[config.mk]
export PLATFORM = sky130hd
export DESIGN_NAME = top_k_max_tracker_unit_flat
export DESIGN_NICKNAME = d
export VERILOG_FILES = /design/src/tkmt_pkg.sv /design/src/tkmt_if.sv /design/src/tkmt_cell.sv /design/src/top_k_max_tracker_unit.sv /design/src/flat_wrapper.sv
export SDC_FILE = /design/constraint.sdc
export NUM_CORES = 1
export LEC_CHECK = 0
export BUFFER_PORTS_ARGS = -buffer_cell sky130_fd_sc_hd__buf_2
export CAP_MARGIN = 20
export CORE_ASPECT_RATIO = 1.2
export CORE_MARGIN = 2
export CORE_UTILIZATION = 50
export CTS_CLUSTER_SIZE = 12
export DETAILED_ROUTE_END_ITERATION = 12
export PLACE_DENSITY = 0.72
export SLEW_MARGIN = 15
export SYNTH_ARGS = -nofsm -noshare
export SYNTH_HDL_FRONTEND = slang
export SYNTH_SLANG_ARGS = --single-unit
[constraint.sdc]
create_clock -name i_clk -period 11.07 [get_ports i_clk]
set_input_delay 1.107 -clock i_clk [delete_from_list [all_inputs] [get_ports i_clk]]
set_output_delay 1.107 -clock i_clk [all_outputs]
set_load 0.02 [all_outputs]
[src/tkmt_pkg.sv]
// tkmt_pkg: shared types and constants for the top-k max tracker
// no dependencies; used by the interfaces, the cell and the top level
`default_nettype none

package tkmt_pkg;

    localparam int OP_W    = 2;
    localparam int TAG_W   = 16;
    localparam int KEY_W   = 16;
    localparam int RANK_W  = 3;
    localparam int COUNT_W = 3;

    // operation codes, code 3 is unused
    typedef enum logic [OP_W-1:0] {
        OP_INSERT = 2'd0,
        OP_CLEAR  = 2'd1,
        OP_READ   = 2'd2
    } t_op;

    // what one cell hands to its right-hand neighbor
    typedef struct packed {
        logic [TAG_W-1:0] tag;
        logic [KEY_W-1:0] key;
        logic             above;   // valid and key >= incoming key
        logic             at_min;  // key equals the current minimum
    } t_cell_link;

    // broadcast control for every cell
    typedef struct packed {
        logic             wr_en;
        logic             full;
        logic [KEY_W-1:0] min_key;
        logic [TAG_W-1:0] new_tag;
        logic [KEY_W-1:0] new_key;
    } t_cell_ctl;

endpackage

`default_nettype wire

[src/tkmt_if.sv]
// tkmt_in_if / tkmt_out_if: valid-ready channels of the top-k max tracker
// depends on tkmt_pkg
`default_nettype none

interface tkmt_in_if
    import tkmt_pkg::*;
();
    logic              valid;
    logic              ready;
    logic [OP_W-1:0]   operation;
    logic [TAG_W-1:0]  item_tag;
    logic [KEY_W-1:0]  item_key;
    logic [RANK_W-1:0] read_rank;

    modport source (output valid, operation, item_tag, item_key, read_rank, input ready);
    modport sink   (input valid, operation, item_tag, item_key, read_rank, output ready);
endinterface

interface tkmt_out_if
    import tkmt_pkg::*;
();
    logic               valid;
    logic               ready;
    logic [COUNT_W-1:0] entry_count;
    logic               accepted;
    logic [RANK_W-1:0]  placed_rank;
    logic               read_valid;
    logic [TAG_W-1:0]   read_tag;
    logic [KEY_W-1:0]   read_key;

    modport source (output valid, entry_count, accepted, placed_rank, read_valid, read_tag,
                    read_key, input ready);
    modport sink   (input valid, entry_count, accepted, placed_rank, read_valid, read_tag,
                    read_key, output ready);
endinterface

`default_nettype wire

[src/tkmt_cell.sv]
// tkmt_cell: one rank of the sorted table, holds a tag and a key
// depends on tkmt_pkg; chained left to right by the top level
`default_nettype none

module tkmt_cell
    import tkmt_pkg::*;
(
    input  wire logic       i_clk,
    input  wire t_cell_ctl  i_ctl,
    input  wire logic       i_valid,
    input  wire t_cell_link i_left,
    output t_cell_link      o_link
);

    logic [TAG_W-1:0] r_tag;
    logic [KEY_W-1:0] r_key;
    logic [TAG_W-1:0] n_tag;
    logic [KEY_W-1:0] n_key;
    logic             w_above;

    assign w_above = i_valid && (r_key >= i_ctl.new_key);

    always_comb begin
        n_tag = r_tag;
        n_key = r_key;
        if (i_ctl.wr_en && !w_above) begin
            if (i_left.above) begin
                // first rank below every entry that ranks at least as high
                n_tag = i_ctl.new_tag;
                n_key = i_ctl.new_key;
            end else if (!(i_ctl.full && i_left.at_min)) begin
                // shift down; when full, ranks past the displaced min entry stay
                n_tag = i_left.tag;
                n_key = i_left.key;
            end
        end
    end

    always_ff @(posedge i_clk) begin
        r_tag <= n_tag;
        r_key <= n_key;
    end

    assign o_link.tag    = r_tag;
    assign o_link.key    = r_key;
    assign o_link.above  = w_above;
    assign o_link.at_min = (r_key == i_ctl.min_key);

endmodule

`default_nettype wire

[src/top_k_max_tracker_unit.sv]
// top_k_max_tracker_unit: keeps the TABLE_DEPTH largest-key items in rank order
// depends on tkmt_pkg, tkmt_if and tkmt_cell
`default_nettype none

// Top-k tracker built as a row of TABLE_DEPTH cells, rank 0 holding the largest
// key. Insert, clear and read are all decided from the cells' parallel key
// compares and the entry count, and the cells update at the accept edge, so a
// new word can be taken every cycle while the result side drains. The result
// word sits in an output register; the input is ready whenever that register
// is empty or being drained. Ties keep arrival order; when full, a larger key
// displaces the first entry at the minimum key. TABLE_DEPTH ranges from 1 to 7.
module top_k_max_tracker_unit
    import tkmt_pkg::*;
#(
    parameter int TABLE_DEPTH = 5
) (
    input  wire logic   i_clk,
    input  wire logic   i_rst_n,
    tkmt_in_if.sink     i_in,
    tkmt_out_if.source  o_out
);

    localparam int CW = $clog2(TABLE_DEPTH + 1);
    localparam int IW = (TABLE_DEPTH > 1) ? $clog2(TABLE_DEPTH) : 1;
    localparam int RW = (CW > RANK_W) ? CW : RANK_W;

    localparam t_cell_link HEAD_LINK = '{tag: '0, key: '0, above: 1'b1, at_min: 1'b0};

    logic [CW-1:0]      r_count;
    logic [CW-1:0]      n_count;
    logic               r_out_valid;
    logic [COUNT_W-1:0] r_entry_count;
    logic               r_accepted;
    logic [RANK_W-1:0]  r_placed_rank;
    logic               r_read_valid;
    logic [TAG_W-1:0]   r_read_tag;
    logic [KEY_W-1:0]   r_read_key;
    logic               n_accepted;
    logic [RANK_W-1:0]  n_placed_rank;
    logic               n_read_valid;
    logic [TAG_W-1:0]   n_read_tag;
    logic [KEY_W-1:0]   n_read_key;

    logic       w_accept;
    logic       w_full;
    logic       w_ins_ok;
    logic [CW-1:0] w_placed;
    logic       w_rank_ok;
    logic [IW-1:0] w_rd_idx;
    t_cell_ctl  w_ctl;
    t_cell_link w_links [TABLE_DEPTH];

    assign i_in.ready = !r_out_valid || o_out.ready;
    assign w_accept   = i_in.valid && i_in.ready;
    assign w_full     = (r_count == CW'(TABLE_DEPTH));
    assign w_ins_ok   = !w_full || (i_in.item_key > w_links[TABLE_DEPTH-1].key);

    assign w_ctl.wr_en   = w_accept && (i_in.operation == OP_INSERT) && w_ins_ok;
    assign w_ctl.full    = w_full;
    assign w_ctl.min_key = w_links[TABLE_DEPTH-1].key;
    assign w_ctl.new_tag = i_in.item_tag;
    assign w_ctl.new_key = i_in.item_key;

    for (genvar g = 0; g < TABLE_DEPTH; g++) begin : g_cell
        tkmt_cell u_cell (
            .i_clk   (i_clk),
            .i_ctl   (w_ctl),
            .i_valid (CW'(g) < r_count),
            .i_left  ((g == 0) ? HEAD_LINK : w_links[(g == 0) ? 0 : g - 1]),
            .o_link  (w_links[g])
        );
    end

    // landing rank is the number of entries ranked at least as high
    always_comb begin
        w_placed = '0;
        for (int i = 0; i < TABLE_DEPTH; i++) begin
            w_placed = w_placed + CW'(w_links[i].above);
        end
    end

    assign w_rank_ok = RW'(i_in.read_rank) < RW'(r_count);
    assign w_rd_idx  = IW'(i_in.read_rank);

    always_comb begin
        n_count       = r_count;
        n_accepted    = 1'b0;
        n_placed_rank = '0;
        n_read_valid  = 1'b0;
        n_read_tag    = '0;
        n_read_key    = '0;
        unique case (i_in.operation)
            OP_INSERT: begin
                if (w_ins_ok) begin
                    n_accepted    = 1'b1;
                    n_placed_rank = RANK_W'(w_placed);
                    if (!w_full) begin
                        n_count = r_count + CW'(1);
                    end
                end
            end
            OP_CLEAR: begin
                n_count = '0;
            end
            OP_READ: begin
                if (w_rank_ok) begin
                    n_read_valid = 1'b1;
                    n_read_tag   = w_links[w_rd_idx].tag;
                    n_read_key   = w_links[w_rd_idx].key;
                end
            end
            default: begin
            end
        endcase
    end

    always_ff @(posedge i_clk) begin
        if (!i_rst_n) begin
            r_count     <= '0;
            r_out_valid <= 1'b0;
        end else begin
            if (w_accept) begin
                r_count     <= n_count;
                r_out_valid <= 1'b1;
            end else if (o_out.ready) begin
                r_out_valid <= 1'b0;
            end
        end
    end

    always_ff @(posedge i_clk) begin
        if (w_accept) begin
            r_entry_count <= COUNT_W'(n_count);
            r_accepted    <= n_accepted;
            r_placed_rank <= n_placed_rank;
            r_read_valid  <= n_read_valid;
            r_read_tag    <= n_read_tag;
            r_read_key    <= n_read_key;
        end
    end

    assign o_out.valid       = r_out_valid;
    assign o_out.entry_count = r_entry_count;
    assign o_out.accepted    = r_accepted;
    assign o_out.placed_rank = r_placed_rank;
    assign o_out.read_valid  = r_read_valid;
    assign o_out.read_tag    = r_read_tag;
    assign o_out.read_key    = r_read_key;

    a_count_bound: assert property (@(posedge i_clk) disable iff (!i_rst_n)
        r_count <= CW'(TABLE_DEPTH))
        else $error("entry count above table depth");

    a_clear_empties: assert property (@(posedge i_clk) disable iff (!i_rst_n)
        (w_accept && i_in.operation == OP_CLEAR) |=> (r_count == '0))
        else $error("clear did not empty the table");

    a_write_nonempty: assert property (@(posedge i_clk) disable iff (!i_rst_n)
        w_ctl.wr_en |=> (r_count != '0))
        else $error("table empty after an accepted insert");

    a_one_kind: assert property (@(posedge i_clk) disable iff (!i_rst_n)
        (o_out.valid && o_out.read_valid) |-> !o_out.accepted)
        else $error("result word flags both insert and read");

    a_hold_stalled: assert property (@(posedge i_clk) disable iff (!i_rst_n)
        (r_out_valid && !o_out.ready) |=> (r_out_valid && $stable(r_count)))
        else $error("table changed while a result word was stalled");

endmodule

`default_nettype wire

[src/flat_wrapper.sv]
// flat-port wrapper written by rule: the top's interface ports become plain ports
module top_k_max_tracker_unit_flat import tkmt_pkg::*;
#(
    parameter int TABLE_DEPTH = 5
)
  (i_clk, i_rst_n, i_in_valid, i_in_operation, i_in_item_tag, i_in_item_key, i_in_read_rank, i_in_ready, o_out_valid, o_out_entry_count, o_out_accepted, o_out_placed_rank, o_out_read_valid, o_out_read_tag, o_out_read_key, o_out_ready);
  tkmt_in_if i_in_i ();
  tkmt_out_if o_out_i ();
  input  wire logic i_clk;
  input  wire logic i_rst_n;
  input wire logic [$bits(i_in_i.valid)-1:0] i_in_valid;
  input wire logic [$bits(i_in_i.operation)-1:0] i_in_operation;
  input wire logic [$bits(i_in_i.item_tag)-1:0] i_in_item_tag;
  input wire logic [$bits(i_in_i.item_key)-1:0] i_in_item_key;
  input wire logic [$bits(i_in_i.read_rank)-1:0] i_in_read_rank;
  output wire logic [$bits(i_in_i.ready)-1:0] i_in_ready;
  output wire logic [$bits(o_out_i.valid)-1:0] o_out_valid;
  output wire logic [$bits(o_out_i.entry_count)-1:0] o_out_entry_count;
  output wire logic [$bits(o_out_i.accepted)-1:0] o_out_accepted;
  output wire logic [$bits(o_out_i.placed_rank)-1:0] o_out_placed_rank;
  output wire logic [$bits(o_out_i.read_valid)-1:0] o_out_read_valid;
  output wire logic [$bits(o_out_i.read_tag)-1:0] o_out_read_tag;
  output wire logic [$bits(o_out_i.read_key)-1:0] o_out_read_key;
  input wire logic [$bits(o_out_i.ready)-1:0] o_out_ready;
  assign i_in_i.valid = i_in_valid;
  assign i_in_i.operation = i_in_operation;
  assign i_in_i.item_tag = i_in_item_tag;
  assign i_in_i.item_key = i_in_item_key;
  assign i_in_i.read_rank = i_in_read_rank;
  assign i_in_ready = i_in_i.ready;
  assign o_out_valid = o_out_i.valid;
  assign o_out_entry_count = o_out_i.entry_count;
  assign o_out_accepted = o_out_i.accepted;
  assign o_out_placed_rank = o_out_i.placed_rank;
  assign o_out_read_valid = o_out_i.read_valid;
  assign o_out_read_tag = o_out_i.read_tag;
  assign o_out_read_key = o_out_i.read_key;
  assign o_out_i.ready = o_out_ready;
  top_k_max_tracker_unit #(.TABLE_DEPTH(TABLE_DEPTH)) u_core (.i_clk(i_clk), .i_rst_n(i_rst_n), .i_in(i_in_i), .o_out(o_out_i));
endmodule
* Word-level counts from Yosys, hierarchy flattened
Index checks and enable logic that the tools add are counted.
Storage, ports and cells: output and inout bits 42, input port bits 41, register bits after elaboration 204, logic and storage cells 108
Operators by class: add/subtract/negate cells 5, eq/ne operators 11, reduce and logical (&&, ||, !) cells 34, multiplexer cells 26, order comparisons 13, bitwise gates (word level) 1
Operators with widths (number):
- $mux 16 | 16
- $bmux 34 s3 | 1
- $ge 16x16->1 | 5
- $mux 34 | 2
- $eq 16x16->1 | 4
- $logic_and 1x1->1 | 17
- $gt 16x16->1 | 1
- $reduce_and 2->1 | 6
- $add 3x1->3 | 3
- $ne 2x1->1 const B | 4
- $logic_not 1->1 | 7
- $lt 1x3->1 const A | 2
- $lt 2x3->1 const A | 2
- $mux 3 | 2
- $pmux 3 s2 | 1
- $ge 4x4->1 const B | 1
- $mux 1 | 4
- $not 3->4 | 1
- $add 3x1->3 const B | 1
- $eq 3x3->1 const B | 1
- $lt 3x3->1 | 1
- $lt 3x3->1 const A | 1
- $add 1x1->2 | 1
- $eq 2x1->1 const B | 1
- other kinds (4) | 5

* Logic depth before layout (Yosys ltp)
word-level depth 7, depth in mapped cells 16

* By module
Synthesis repeated with hierarchy kept, for this count alone.
Second synthesis, totals: cells, all modules 1023, area, all modules 13118.8 um^2
By module, submodules not included:
- tkmt_cell | cells an instance 150, times used 5, area an instance 1969.4 um^2, seq. area each 960.9 um^2
- top_k_max_tracker_unit | cells an instance 273, times used 1, area an instance 3271.9 um^2, seq. area each 1281.2 um^2

* Least setup slack after synthesis
No wires, ideal clock.
kind input port to flip-flop, from input i_in_item_key[1], to register u_core.r_placed_rank[1] (netlist: u_core.o_out.placed_rank[1]) (data pin), arrival 4.154 ns, stages 16, library setup time 0.255 ns, path buffers 1, path slack 6.662 ns, cells stage by stage inv_1 > ha_1 > o211ai_1 > a21oi_1 > nor4_1 > o21ai_0 > a31oi_2 > inv_1 > buf_2 > ha_1 > inv_1 > fa_1 > inv_1 > ha_1 > fa_1 > and2_1
On the way: cells in the longest elaborated chain, start to end 6, elaborated cells between the ends (all ways) 17
RTL lines:
- from (decl) | line flat_wrapper.sv:14 | input wire logic [$bits(i_in_i.item_key)-1:0] i_in_item_key;
- $ge 16x16->1 | line tkmt_cell.sv:21 | assign w_above = i_valid && (r_key >= i_ctl.new_key);
- $logic_and 1x1->1 | line tkmt_cell.sv:21
- $add 1x1->2 | line top_k_max_tracker_unit.sv:78 | w_placed = w_placed + CW'(w_links[i].above);
- $add 3x1->3 (2 in series) | line top_k_max_tracker_unit.sv:78
- $add 3x1->3 * | line top_k_max_tracker_unit.sv:78
- via u_core.w_placed[1] | line top_k_max_tracker_unit.sv:47 | logic [CW-1:0] w_placed;
- to (signal assigned) | line top_k_max_tracker_unit.sv:135 | r_placed_rank <= n_placed_rank;
- to (decl) | line top_k_max_tracker_unit.sv:34 | logic [RANK_W-1:0] r_placed_rank;
Mark *: on every way through the listed nets, which the timed path passes. The rest lies on a longest branch. A chain may end at the register's enable or synchronous reset.

* Worst setup path in the final report
from input i_in_item_key[5], to register u_core.r_placed_rank[1] (netlist: u_core.o_out.placed_rank[1]) (data pin)
The elaborated chain is that of the path after synthesis.

==> flow_metrics.env <==
export IMPL_synthToLayoutAreaGrowth_pct=11.48
export IMPL_row_count=61
export IMPL_cts_tree="done"
export IMPL_yosysTopAreaCell="edfxtp_1"
export IMPL_io_pins=83
export IMPL_fin_tns_setup_ns=0
export IMPL_p_per_area_mw_per_mm2=132.8
export IMPL_route_detailed_wl_per_inst_um=23.39
export IMPL_synth_most_common_cell="edfxtp_1"
export IMPL_drt_initial_drc_count=713
export IMPL_slew_headroom_pct=32.68
export IMPL_track_usage_pct=24.64
export IMPL_irDropWorstVdd_mv=0.09251
export IMPL_cts_buffers_inserted=22
export IMPL_syn_inst=859
export IMPL_routed_wl_um=29540
export IMPL_wl_met2_um=14690
export IMPL_hp_class="register to register"
export IMPL_avgSynthCellArea_um2=13.73
export IMPL_nNetsFinal=1063
export IMPL_fillers=1938
export IMPL_critPathArrivalTime_ns=5.38
export IMPL_remaining_drc_errors=0
export IMPL_drv_cap=0
export IMPL_cts_sinks=204
export IMPL_grt_pass1_wl_um=45790
export IMPL_final_hold_viol_count=0
export IMPL_firstDrtPassIters=5
export IMPL_antenna_found_initial=1
export IMPL_cp_required_ns=11.33
export IMPL_die_y_um=172.2
export IMPL_cts_resized=0
export IMPL_endpoint_kind="register"
export IMPL_tightest_slew_ns=1.008
export IMPL_ctsHoldBuffers=0
export IMPL_cellLeakagePower_nw=4.936
export IMPL_synth_distinct_cells=48
export IMPL_startpoint_type="primary input"
export IMPL_synth_commonest_cells="edfxtp_1, mux2_2, ha_1, inv_1, xnor2_1"
export IMPL_period_needed_ns=5.115
export IMPL_highest_layer="met4"
export IMPL_drive_above_1_share_pct=30.10
export IMPL_core_mm2=0.02320
export IMPL_wl_met3_um=1640
export IMPL_finClkSkew_ns=0.01032
export IMPL_yosys_area_top_type_share_pct=50.94
export IMPL_vias_per_cell=5.876
export IMPL_slew_viol_final=0
export IMPL_dp_hpwl_um=19940
export IMPL_vias=7421
export IMPL_layout_setup_ws_ns=5.955
export IMPL_fmaxAchievable_mhz=195.5
export IMPL_synthesis_area_mm2=0.01179
export IMPL_first_global_vias=7697
export IMPL_numPortBuffers=82
export IMPL_die_area_mm2=0.02483
export IMPL_gp_congestion=0.9736
export IMPL_cts_setup_buffers=0
export IMPL_rsz0062_at_grt="false"
export IMPL_ys_ff_latch=204
export IMPL_synthArstFlopShare_pct=0
export IMPL_yosysSeqAreaShare_pct=51.62
export IMPL_preCtsSetupSlack_ns=5.426
export IMPL_synthTopCellsByArea="edfxtp_1, mux2_2, ha_1"
export IMPL_yosys_most_used_dff="edfxtp_1"
export IMPL_clk_pin_slew_ns=0.06
export IMPL_syn_nets=988
export IMPL_die_w_um=144.2
export IMPL_cts_root_buf="clkbuf_16"
export IMPL_cp_max_fo=20
export IMPL_status="finished clean"
export IMPL_fin_crit_sh_pct=46.21
export IMPL_clk_latency_ns=0.51
export IMPL_synth_warnings=0
export IMPL_overflow=0
export IMPL_synth_edf_count=200
export IMPL_initial_utilization_pct=50.81
export IMPL_antenna_left=0
export IMPL_wl_met1_um=12420
export IMPL_setup_viol=0
export IMPL_max_clock_path_buffers=3
export IMPL_crit_type="primary input to register"
export IMPL_htreeDepth=1
export IMPL_grt_max_degree=45
[power breakdown]
group / leakage (nW) / internal, mW / switching [mW]
clock network: 0.312 / 0.388 / 0.292
registers: 1.90 / 0.874 / 0.0180
logic: 2.72 / 0.0713 / 0.103
[state kept, by name (all words and copies together), names as in the netlist]
name / flops
u_core.g_cell.u_cell.r_key: 80
u_core.g_cell.u_cell.r_tag: 80
u_core.o_out.read_key: 16
u_core.o_out.read_tag: 16
u_core.o_out.entry_count: 3
u_core.o_out.placed_rank: 3
u_core.r_count: 3
u_core.o_out.accepted: 1
u_core.o_out.read_valid: 1
u_core.o_out.valid: 1
[per-stage QoR]
step                area [um2]  util (%)  power [mW]  hold slack, ns  cells
floorplan                11790         -       1.016          0.5049    859
global placement         12490     53.85       1.079          0.5158   1225
detailed placement       12490     53.85       1.082          0.5356   1225
CTS                      13140     56.64       1.758          0.5461   1262
global route             13140     56.64       1.803          0.5818   1262
finish                   13140     56.65       1.745          0.5322   1263
[cells by family after synthesis]
group           after synthesis  synth area share [%]
flops                       204                 51.62
simple gates                125                 5.137
xor+xnor                     64                 4.754
mux                         160                 18.58
fa+ha+maj                    88                 9.466
compound gates              121                 6.962
buf+inv                      97                 3.481
[layout make-up]
cell class	instances	area [um2]	share of cell area [%]
flip-flops and latches	204	6086	46.30
multi-input cells	558	5300	40.32
clock buffers	29	576.8	4.388
repair buffers	97	523.0	3.979
well taps	315	394.1	2.999
inverters	51	191.4	1.456
clock inverters	8	70.07	0.5331
diodes	1	2.502	0.01904
[critical path, stage by stage]
cell and delay [ns]:
buf_2 0.15, inv_1 0.11, ha_1 0.31, o21a_1 0.12
o211ai_1 0.08, a31oi_1 0.16, a211o_1 0.16, a31o_2 0.66
clkinv_1 0.91, fa_1 0.81, inv_1 0.05, ha_1 0.19
fa_1 0.41, and2_1 0.14
[final timing paths]
check                                             startpoint                                        end  slack [ns]  depth (start not counted)
hold / removal               u_core.o_out.valid$_SDFFE_PN0P_            u_core.o_out.valid$_SDFFE_PN0P_        0.53                          2
setup / recovery                            i_in_item_key[5]  u_core.o_out.placed_rank[1]$_SDFFCE_PN0P_        5.95                         14
hold reg to reg              u_core.o_out.valid$_SDFFE_PN0P_            u_core.o_out.valid$_SDFFE_PN0P_        0.53                          2
setup reg to reg  u_core.g_cell[2].u_cell.r_key[0]$_DFFE_PP_  u_core.o_out.placed_rank[1]$_SDFFCE_PN0P_        6.30                         13
[layout by cell type, fill, tap and decap left out, drive strengths merged, types with 13 or more instances in the layout]
cell type and n:
nand4 21, xnor2 48, mux2 124, nor2 41, clkbuf 29, buf 97, nand2 23, o21ai 13
mux4 32, edfxtp 200, a21oi 34, inv 50, xor2 16, ha 86, a22oi 32
[per-layer routing]
| layer | global-route usage (%) | up-vias |
|---|---|---|
| li1 | - | 3446 |
| met1 | 33.12 | 3671 |
| met2 | 42.36 | 255 |
| met3 | 2.880 | 49 |
| met4 | 7.218 | 0 |
| met5 | 0 | - |
No activity file was read; power rests on OpenSTA's default activity.
